`src/design/ldd_pkg.sv`:
```
`timescale 1ns / 1ps

package ldd_pkg;

   // field and arithmetic widths
   localparam int COUNT_BITS    = 16;
   localparam int FRACTION_BITS = 15;
   localparam int GENO_BITS     = 2;
   localparam int DP_BITS       = 16;
   localparam int VC_BITS       = 16;
   localparam int CELLS         = 9;
   localparam int CELL_BITS     = $clog2(CELLS);

   // haplotype weights reach 9*cmax, marginals 18*cmax
   localparam int WGT_BITS  = COUNT_BITS + 5;
   localparam int PROD_BITS = 2 * WGT_BITS;
   localparam int SUM_BITS  = COUNT_BITS + 4;
   localparam int NX_BITS   = (SUM_BITS > VC_BITS) ? SUM_BITS : VC_BITS;
   localparam int MAG_BITS  = FRACTION_BITS + 1;
   localparam int STEP_BITS = $clog2(FRACTION_BITS + 2);

   // genotype code for a missing call
   localparam logic [GENO_BITS-1:0] GENO_MISSING = GENO_BITS'(3);

   typedef logic [GENO_BITS-1:0]       geno_type;
   typedef logic [COUNT_BITS-1:0]      count_type;
   typedef logic [WGT_BITS-1:0]        wgt_type;
   typedef logic [PROD_BITS-1:0]       prod_type;
   typedef logic [SUM_BITS-1:0]        sum_type;
   typedef logic [MAG_BITS-1:0]        mag_type;
   typedef logic signed [DP_BITS-1:0]  dp_type;
   typedef logic [VC_BITS-1:0]         vc_type;

endpackage

```
`src/design/ldd_req_if.sv`:
```
`timescale 1ns / 1ps

interface ldd_req_if import ldd_pkg::*; ();
   logic     valid;
   logic     ready;
   geno_type genotype_a;
   geno_type genotype_b;
   logic     last_sample;

   modport source (output valid, output genotype_a, output genotype_b, output last_sample,
                   input ready);
   modport sink (input valid, input genotype_a, input genotype_b, input last_sample,
                 output ready);
endinterface

```
`src/design/ldd_rsp_if.sv`:
```
`timescale 1ns / 1ps

interface ldd_rsp_if import ldd_pkg::*; ();
   logic   valid;
   logic   ready;
   dp_type d_prime;
   logic   degenerate;
   vc_type valid_count;

   modport source (output valid, output d_prime, output degenerate, output valid_count,
                   input ready);
   modport sink (input valid, input d_prime, input degenerate, input valid_count,
                 output ready);
endinterface

```
`src/design/linkage_disequilibrium_dprime.sv`:
```
`timescale 1ns / 1ps

// Lewontin D' between two biallelic markers. Each req transfer carries one sample
// (two genotype codes, 3 = missing); samples with both calls present bump one of nine
// saturating joint counters, one sample per cycle. The sample flagged last_sample is
// counted too, then the block stops taking samples while it forms the haplotype weights
// and marginals, runs four products through one shared multiplier, picks Lewontin's
// Dmax and divides with a restoring divider that retires one quotient bit per cycle.
// After a final sample the result is loaded once the computation ends and the
// previous result has left rsp. D' comes out in Q1.15, rounded to nearest with ties
// away from zero; degenerate flags an empty sample set or a zero normaliser (d_prime
// then reads 0). The counters clear when the result is loaded, so the next marker
// pair starts fresh.
module linkage_disequilibrium_dprime import ldd_pkg::*; (
   input logic        clock,
   input logic        reset,
   ldd_req_if.sink    req_chan,
   ldd_rsp_if.source  rsp_chan
);

   // sequencer codes
   localparam logic [3:0] ST_IDLE   = 4'd0;
   localparam logic [3:0] ST_WGT    = 4'd1;
   localparam logic [3:0] ST_MUL_A  = 4'd2;
   localparam logic [3:0] ST_MUL_B  = 4'd3;
   localparam logic [3:0] ST_SIGN   = 4'd4;
   localparam logic [3:0] ST_MUL_X  = 4'd5;
   localparam logic [3:0] ST_MUL_Y  = 4'd6;
   localparam logic [3:0] ST_DMAX   = 4'd7;
   localparam logic [3:0] ST_CHECK  = 4'd8;
   localparam logic [3:0] ST_DIV    = 4'd9;
   localparam logic [3:0] ST_FINISH = 4'd10;

   localparam logic [STEP_BITS-1:0] STEP_LAST = STEP_BITS'(FRACTION_BITS);
   localparam mag_type MAG_ONE = mag_type'(1) << FRACTION_BITS;
   localparam logic [32:0] POS_LIM = (FRACTION_BITS >= 15) ? 33'd32767 :
                                     ((33'd1 << FRACTION_BITS) - 33'd1);
   localparam logic [32:0] NEG_LIM = (FRACTION_BITS >= 15) ? 33'd32768 :
                                     (33'd1 << FRACTION_BITS);

   // clamp the magnitude and apply the sign
   function automatic dp_type sat_dp(input mag_type mag, input logic neg);
      logic [32:0] m;
      logic [32:0] s;
      m = 33'(mag);
      if (neg) begin
         s = (m > NEG_LIM) ? NEG_LIM : m;
         return dp_type'(DP_BITS'(0) - s[DP_BITS-1:0]);
      end else begin
         s = (m > POS_LIM) ? POS_LIM : m;
         return dp_type'(s[DP_BITS-1:0]);
      end
   endfunction

   // 4*x + 2*(y+z) + c4 in quarter-sample units
   function automatic wgt_type wgt_f(input count_type x, input count_type y,
                                     input count_type z, input count_type c4);
      return (wgt_type'(x) << 2) + ((wgt_type'(y) + wgt_type'(z)) << 1) + wgt_type'(c4);
   endfunction

   logic [3:0]           state_ff, state_in;
   count_type            counts_ff [CELLS];
   count_type            counts_in [CELLS];
   wgt_type              w0_ff, w1_ff, w2_ff, w3_ff, w0_in, w1_in, w2_in, w3_in;
   wgt_type              p0_ff, p1_ff, q0_ff, q1_ff, p0_in, p1_in, q0_in, q1_in;
   sum_type              n_ff, n_in, n_sum;
   prod_type             prod_ff, prod_in, a_ff, a_in, x_ff, x_in;
   prod_type             dabs_ff, dabs_in, den_ff, den_in, rem_ff, rem_in;
   logic                 pos_ff, pos_in;
   mag_type              quo_ff, quo_in;
   logic [STEP_BITS-1:0] step_ff, step_in;
   dp_type               dp_ff, dp_in;
   logic                 degen_ff, degen_in;
   logic                 rsp_valid_ff, rsp_valid_in;
   dp_type               rsp_dp_ff, rsp_dp_in;
   logic                 rsp_degen_ff, rsp_degen_in;
   vc_type               rsp_vc_ff, rsp_vc_in;

   wgt_type              mul_a, mul_b;
   logic                 in_xfer, out_xfer, present;
   logic [CELL_BITS-1:0] cell_idx;
   logic [PROD_BITS:0]   rem2;
   logic                 rem_ge;
   mag_type              quo_next;
   mag_type              mag_round;
   logic [NX_BITS-1:0]   n_x;
   vc_type               vc_sat;

   assign req_chan.ready      = (state_ff == ST_IDLE);
   assign rsp_chan.valid      = rsp_valid_ff;
   assign rsp_chan.d_prime    = rsp_dp_ff;
   assign rsp_chan.degenerate = rsp_degen_ff;
   assign rsp_chan.valid_count = rsp_vc_ff;

   assign in_xfer  = req_chan.valid && req_chan.ready;
   assign out_xfer = rsp_valid_ff && rsp_chan.ready;
   assign present  = (req_chan.genotype_a != GENO_MISSING) &&
                     (req_chan.genotype_b != GENO_MISSING);
   assign cell_idx = CELL_BITS'(req_chan.genotype_a) + CELL_BITS'({req_chan.genotype_b, 1'b0})
                   + CELL_BITS'(req_chan.genotype_b);

   // total valid samples
   always_comb begin
      n_sum = '0;
      for (int i = 0; i < CELLS; i++) begin
         n_sum = n_sum + sum_type'(counts_ff[i]);
      end
   end

   // shared multiplier operand select
   always_comb begin
      unique case (state_ff)
         ST_MUL_A: begin
            mul_a = w0_ff;
            mul_b = w3_ff;
         end
         ST_MUL_B: begin
            mul_a = w1_ff;
            mul_b = w2_ff;
         end
         ST_MUL_X: begin
            mul_a = p0_ff;
            mul_b = pos_ff ? q1_ff : q0_ff;
         end
         ST_MUL_Y: begin
            mul_a = p1_ff;
            mul_b = pos_ff ? q0_ff : q1_ff;
         end
         default: begin
            mul_a = '0;
            mul_b = '0;
         end
      endcase
      prod_in = prod_type'(mul_a) * prod_type'(mul_b);
   end

   // one restoring division step
   always_comb begin
      rem2      = {rem_ff, 1'b0};
      rem_ge    = (rem2 >= {1'b0, den_ff});
      quo_next  = {quo_ff[MAG_BITS-2:0], rem_ge};
      mag_round = mag_type'(({1'b0, quo_next} + {{MAG_BITS{1'b0}}, 1'b1}) >> 1);
   end

   // saturated sample count
   assign n_x    = NX_BITS'(n_ff);
   assign vc_sat = (n_x > NX_BITS'({VC_BITS{1'b1}})) ? '1 : n_x[VC_BITS-1:0];

   // sequencer and datapath next state
   always_comb begin
      state_in     = state_ff;
      counts_in    = counts_ff;
      w0_in        = w0_ff;
      w1_in        = w1_ff;
      w2_in        = w2_ff;
      w3_in        = w3_ff;
      p0_in        = p0_ff;
      p1_in        = p1_ff;
      q0_in        = q0_ff;
      q1_in        = q1_ff;
      n_in         = n_ff;
      a_in         = a_ff;
      x_in         = x_ff;
      dabs_in      = dabs_ff;
      den_in       = den_ff;
      rem_in       = rem_ff;
      pos_in       = pos_ff;
      quo_in       = quo_ff;
      step_in      = step_ff;
      dp_in        = dp_ff;
      degen_in     = degen_ff;
      rsp_valid_in = out_xfer ? 1'b0 : rsp_valid_ff;
      rsp_dp_in    = rsp_dp_ff;
      rsp_degen_in = rsp_degen_ff;
      rsp_vc_in    = rsp_vc_ff;

      unique case (state_ff)
         ST_IDLE: begin
            if (in_xfer) begin
               if (present && (counts_ff[cell_idx] != '1)) begin
                  counts_in[cell_idx] = counts_ff[cell_idx] + count_type'(1);
               end
               if (req_chan.last_sample) begin
                  state_in = ST_WGT;
               end
            end
         end
         ST_WGT: begin
            w0_in    = wgt_f(counts_ff[0], counts_ff[1], counts_ff[3], counts_ff[4]);
            w1_in    = wgt_f(counts_ff[2], counts_ff[1], counts_ff[5], counts_ff[4]);
            w2_in    = wgt_f(counts_ff[6], counts_ff[3], counts_ff[7], counts_ff[4]);
            w3_in    = wgt_f(counts_ff[8], counts_ff[5], counts_ff[7], counts_ff[4]);
            p0_in    = w0_in + w1_in;
            p1_in    = w2_in + w3_in;
            q0_in    = w0_in + w2_in;
            q1_in    = w1_in + w3_in;
            n_in     = n_sum;
            dp_in    = '0;
            degen_in = 1'b0;
            if (n_sum == '0) begin
               degen_in = 1'b1;
               state_in = ST_FINISH;
            end else begin
               state_in = ST_MUL_A;
            end
         end
         ST_MUL_A: begin
            state_in = ST_MUL_B;
         end
         ST_MUL_B: begin
            a_in     = prod_ff;
            state_in = ST_SIGN;
         end
         ST_SIGN: begin
            // prod_ff holds w1*w2 here
            pos_in  = (a_ff > prod_ff);
            dabs_in = (a_ff > prod_ff) ? (a_ff - prod_ff) : (prod_ff - a_ff);
            if (a_ff == prod_ff) begin
               state_in = ST_FINISH;
            end else begin
               state_in = ST_MUL_X;
            end
         end
         ST_MUL_X: begin
            state_in = ST_MUL_Y;
         end
         ST_MUL_Y: begin
            x_in     = prod_ff;
            state_in = ST_DMAX;
         end
         ST_DMAX: begin
            den_in   = (x_ff <= prod_ff) ? x_ff : prod_ff;
            state_in = ST_CHECK;
         end
         ST_CHECK: begin
            if (den_ff == '0) begin
               degen_in = 1'b1;
               state_in = ST_FINISH;
            end else if (dabs_ff >= den_ff) begin
               dp_in    = sat_dp(MAG_ONE, !pos_ff);
               state_in = ST_FINISH;
            end else begin
               rem_in   = dabs_ff;
               quo_in   = '0;
               step_in  = '0;
               state_in = ST_DIV;
            end
         end
         ST_DIV: begin
            rem_in  = rem_ge ? PROD_BITS'(rem2 - {1'b0, den_ff}) : rem2[PROD_BITS-1:0];
            quo_in  = quo_next;
            step_in = step_ff + STEP_BITS'(1);
            if (step_ff == STEP_LAST) begin
               dp_in    = sat_dp(mag_round, !pos_ff);
               state_in = ST_FINISH;
            end
         end
         ST_FINISH: begin
            // load the result once the output register is free
            if (!rsp_valid_ff) begin
               rsp_valid_in = 1'b1;
               rsp_dp_in    = dp_ff;
               rsp_degen_in = degen_ff;
               rsp_vc_in    = vc_sat;
               for (int i = 0; i < CELLS; i++) begin
                  counts_in[i] = '0;
               end
               state_in = ST_IDLE;
            end
         end
         default: begin
            state_in = ST_IDLE;
         end
      endcase
   end

   // control registers
   always_ff @(posedge clock) begin
      if (reset) begin
         state_ff     <= ST_IDLE;
         rsp_valid_ff <= 1'b0;
         for (int i = 0; i < CELLS; i++) begin
            counts_ff[i] <= '0;
         end
      end else begin
         state_ff     <= state_in;
         rsp_valid_ff <= rsp_valid_in;
         counts_ff    <= counts_in;
      end
   end

   // datapath registers
   always_ff @(posedge clock) begin
      w0_ff        <= w0_in;
      w1_ff        <= w1_in;
      w2_ff        <= w2_in;
      w3_ff        <= w3_in;
      p0_ff        <= p0_in;
      p1_ff        <= p1_in;
      q0_ff        <= q0_in;
      q1_ff        <= q1_in;
      n_ff         <= n_in;
      prod_ff      <= prod_in;
      a_ff         <= a_in;
      x_ff         <= x_in;
      dabs_ff      <= dabs_in;
      den_ff       <= den_in;
      rem_ff       <= rem_in;
      pos_ff       <= pos_in;
      quo_ff       <= quo_in;
      step_ff      <= step_in;
      dp_ff        <= dp_in;
      degen_ff     <= degen_in;
      rsp_dp_ff    <= rsp_dp_in;
      rsp_degen_ff <= rsp_degen_in;
      rsp_vc_ff    <= rsp_vc_in;
   end

endmodule

```
`src/flat_wrapper.sv`:
```
// flat-port wrapper written by rule: the top's interface ports become plain ports
module linkage_disequilibrium_dprime_flat import ldd_pkg::*;
  (clock, reset, req_chan_valid, req_chan_genotype_a, req_chan_genotype_b, req_chan_last_sample, req_chan_ready, rsp_chan_valid, rsp_chan_d_prime, rsp_chan_degenerate, rsp_chan_valid_count, rsp_chan_ready);
  ldd_req_if req_chan_i ();
  ldd_rsp_if rsp_chan_i ();
  input logic clock;
  input logic reset;
  input wire logic [$bits(req_chan_i.valid)-1:0] req_chan_valid;
  input wire logic [$bits(req_chan_i.genotype_a)-1:0] req_chan_genotype_a;
  input wire logic [$bits(req_chan_i.genotype_b)-1:0] req_chan_genotype_b;
  input wire logic [$bits(req_chan_i.last_sample)-1:0] req_chan_last_sample;
  output wire logic [$bits(req_chan_i.ready)-1:0] req_chan_ready;
  output wire logic [$bits(rsp_chan_i.valid)-1:0] rsp_chan_valid;
  output wire logic [$bits(rsp_chan_i.d_prime)-1:0] rsp_chan_d_prime;
  output wire logic [$bits(rsp_chan_i.degenerate)-1:0] rsp_chan_degenerate;
  output wire logic [$bits(rsp_chan_i.valid_count)-1:0] rsp_chan_valid_count;
  input wire logic [$bits(rsp_chan_i.ready)-1:0] rsp_chan_ready;
  assign req_chan_i.valid = req_chan_valid;
  assign req_chan_i.genotype_a = req_chan_genotype_a;
  assign req_chan_i.genotype_b = req_chan_genotype_b;
  assign req_chan_i.last_sample = req_chan_last_sample;
  assign req_chan_ready = req_chan_i.ready;
  assign rsp_chan_valid = rsp_chan_i.valid;
  assign rsp_chan_d_prime = rsp_chan_i.d_prime;
  assign rsp_chan_degenerate = rsp_chan_i.degenerate;
  assign rsp_chan_valid_count = rsp_chan_i.valid_count;
  assign rsp_chan_i.ready = rsp_chan_ready;
  linkage_disequilibrium_dprime u_core (.clock(clock), .reset(reset), .req_chan(req_chan_i), .rsp_chan(rsp_chan_i));
endmodule
```
`config.mk`:
```
export PLATFORM = sky130hd
export DESIGN_NAME = linkage_disequilibrium_dprime_flat
export DESIGN_NICKNAME = d
export VERILOG_FILES = /design/src/design/ldd_pkg.sv /design/src/design/ldd_req_if.sv /design/src/design/ldd_rsp_if.sv /design/src/design/linkage_disequilibrium_dprime.sv /design/src/flat_wrapper.sv
export SDC_FILE = /design/constraint.sdc
export NUM_CORES = 2
export LEC_CHECK = 0
export ABC_AREA = 1
export BUFFER_PORTS_ARGS = -buffer_cell sky130_fd_sc_hd__buf_2
export CAP_MARGIN = 15
export CORE_UTILIZATION = 50
export CTS_BUF_LIST = sky130_fd_sc_hd__clkbuf_8
export CTS_CLUSTER_DIAMETER = 30
export DETAILED_ROUTE_END_ITERATION = 8
export HOLD_SLACK_MARGIN = 0.06
export PLACE_DENSITY = 0.69
export REMOVE_ABC_BUFFERS = 1
export SLEW_MARGIN = 20
export SYNTH_ARGS = -nofsm -noshare
export SYNTH_HDL_FRONTEND = slang
export SYNTH_SLANG_ARGS = --single-unit
```
`constraint.sdc`:
```
create_clock -name clock -period 23 [get_ports clock]
set_input_delay 3.45 -clock clock [delete_from_list [all_inputs] [get_ports clock]]
set_output_delay 3.45 -clock clock [all_outputs]
set_load 0.05 [all_outputs]
```
==> reports/results.txt <==
HP Class = reg -> reg
Synth Instances = 7447
GP Congestion = 1.01
WP data required = 23820 ps
Largest delay contributor family on the critical path = adder cells
Initial core utilization = 0.504
Setup TNS Final = 0 ps
# port buffers = 43
Initial antenna violation count = 3
Worst path arrival time = 10220 ps
Post-synthesis sequential area ratio = 0.282
Synthesized area per cell = 8.37 um2
Yosys reg bits = 649
Post-synth EDFFs = 458
DIE AREA = 126000 um2
Reg2reg start = u_core.state_ff[3]
Reg2Reg Setup Slack = 13590 ps
CTS tree = built
Fin crit period = 9410 ps
Area of the core = 124000 um2
Post-DP HPWL = 155000 um
Final Power = 0.00369 W
First drt pass iteration count = 6
Post-CTS Setup Repair Bufs = 0
CTS H-tree depth = 4
Total Wirelength = 193000 um
Slew @ Worst Pin = 1100 ps
Syn. warnings = 0
Slew HR = 0.264
Crit. End Element = flip-flop
GRT overflow = 0
Die Y-Extent = 355 um
Peak Freq = 0.106 GHz
CTS sink cnt = 649
Mapped cell area = 62400 um2
Worst path bufs/invs = 7
Most common cell after layout, fill and taps aside = inv_1
Crit Path Class = reg -> reg
Die W = 355 um
I/O pins = 44
Main area contributors after synthesis = edfxtp_1, fa_1, ha_1
Hold_buf cts = 0
Sequential Area = 17600 um2
Outcome = finished, final reports clean
Count of pins over their slew limit = 0
Share of layout cells above drive strength 1 = 0.0561
Max incr delay on CP = 780 ps
Share of the synthesized area in the top cell type = 0.221
Worst Setup Start Kind = flip-flop
Main synth FF type = edfxtp_1
Largest net degree at the start of global routing = 92
Nets = 8675
Final hold slack = 414 ps
Vias in the first global route = 52300
Hold Fails Final Rpt = 0
Async SR Flop Fraction = 0
PD cells = 54.3 nW/um2
Endpoints failing setup = 0
DR vias = 51900
Fillers = 11400
Worst skew pair latency = 930 ps
Remaining routing DRC violations = 0
Hold EP = u_core.rsp_chan.d_prime[6]
GRT Util Overall = 0.307
Max_cap viols = 0
Synth cell types = 66
Synth-to-layout area growth = 8.98%
Worst VDD drop = 0.0000690 V
CP dominant cell by count = nand2_1
Post-synth top area cell = edfxtp_1
Row cnt = 129
Drt initial violations = 4444
Vias per cell = 5.60
DR WL/cell = 20.8 um
Hold_sp = u_core.dp_ff[6]
Hold path cells = 0
CTS root buf = clkbuf_8
Clk pin slew, worst setup/hold paths = 60 ps
Clock Skews = 90.0 ps
Worst r2r path cells = 33
Slowest cell on crit path = nor2_4
Worst Path Max Fanout = 49
Commonest non-fill, non-tap cells in the layout = inv_1, nand2_1, a21oi_1
Num CTS Buffers = 152
Antenna-violating nets left = 0
Multi-input logic area = 38900 um2
Post-CTS Resized = 0
Clock Tree Buf Depth = 3
Fin crit share = 0.409
First-pass GRT wire length = 297000 um
LEAKAGE = 31.6 nW
Reg2reg end = u_core.prod_ff[41]
RSZ-0062 raised after global routing = false
Yosys cell counts, types with 26 or more instances:
cell      instances
ha_1            622
nor2_1          526
inv_1          1351
o22ai_1          40
nor3_1           54
fa_1            527
edfxtp_1        458
xor2_1          230
o211ai_1         34
nand2_1        1354
a21oi_1         668
clkbuf_1        140
a22o_1           45
buf_2            26
o21ai_0         364
clkinv_1         26
o21bai_1         57
a211oi_1         30
nand3_1         291
nand4_1          57
dfxtp_1         191
xnor2_1         122
registers in the layout (all words and copies together), names as in the netlist, 20 cells and up:
signal,count
u_core.n_ff,20
u_core.dabs_ff,42
u_core.rem_ff,42
u_core.q1_ff,20
u_core.q0_ff,20
u_core.counts_ff,144
u_core.x_ff,42
u_core.p1_ff,20
u_core.den_ff,42
u_core.p0_ff,20
u_core.w3_ff,20
u_core.prod_ff,42
u_core.a_ff,42
report_power, final:
part           switching, W  total, W  internal (W)  leakage [nW]
combinational      0.000548  0.000761      0.000213          24.0
clock              0.000642   0.00152      0.000875          1.84
sequential        0.0000456   0.00141       0.00137          5.75
total               0.00124   0.00369       0.00246          31.6
routing by layer:
layer | share of wire | global-route usage
met1 | 0.39 | 0.371
met2 | 0.49 | 0.530
met3 | 0.066 | 0.0486
met4 | 0.052 | 0.157
met5 | 0 | 0
kinds of logic after synthesis:
| group | Yosys count | synth area share |
|---|---|---|
| AND/OR/NAND/NOR | 2333 | 0.152 |
| buffers and inverters | 1577 | 0.0965 |
| AO/OA/AOI/OAI | 1384 | 0.125 |
| adder cells (fa/ha/maj) | 1149 | 0.294 |
| flip-flops | 649 | 0.282 |
| XOR/XNOR | 352 | 0.0494 |
| multiplexers | 2 | 0.000321 |
| other | 1 | 0.0000601 |
final cells by class:
type,count,share of cell area
Antenna cell,1,0.0000368
Clock buffer,164,0.0332
Clock inverter,115,0.0188
Inverter,1387,0.0766
Multi-Input combinational cell,5222,0.573
Sequential cell,649,0.259
Tap cell,1637,0.0301
Timing Repair Buffer,105,0.0101
worst reg2reg max path, delay by kind of cell (launching register included):
family | cells | cell delay, ps
DFF | 1 | 340
AOI/OAI and AO/OA | 5 | 1490
and+or+nand+nor | 12 | 1870
xor gates and xnor gates | 1 | 160
buffers and inverters | 7 | 1570
adders and majority gates | 8 | 3880
per-stage QoR:
step	setup slack, ps	utilization	instance area [um2]	cells
CTS	13310	0.550	68000	9279
detailed placement	13310	0.521	64400	9000
finish	13590	0.550	68000	9280
floorplan	12150	-	61600	7258
global placement	13310	0.521	64400	9000
global route	13050	0.550	68000	9280
worst max-delay path by stage:
stage                                   from                  to  slack [ps]  depth (start not counted)
after floorplan           u_core.state_ff[1]  u_core.prod_ff[40]       12150                         35
after global placement    u_core.state_ff[3]  u_core.prod_ff[40]       13310                         35
after detailed placement  u_core.state_ff[3]  u_core.prod_ff[40]       13310                         34
after CTS                 u_core.state_ff[3]  u_core.prod_ff[40]       13310                         34
after global routing      u_core.state_ff[3]  u_core.prod_ff[41]       13050                         37
final                     u_core.state_ff[3]  u_core.prod_ff[41]       13590                         33
Note: power is estimated with default switching activity, not from simulation.
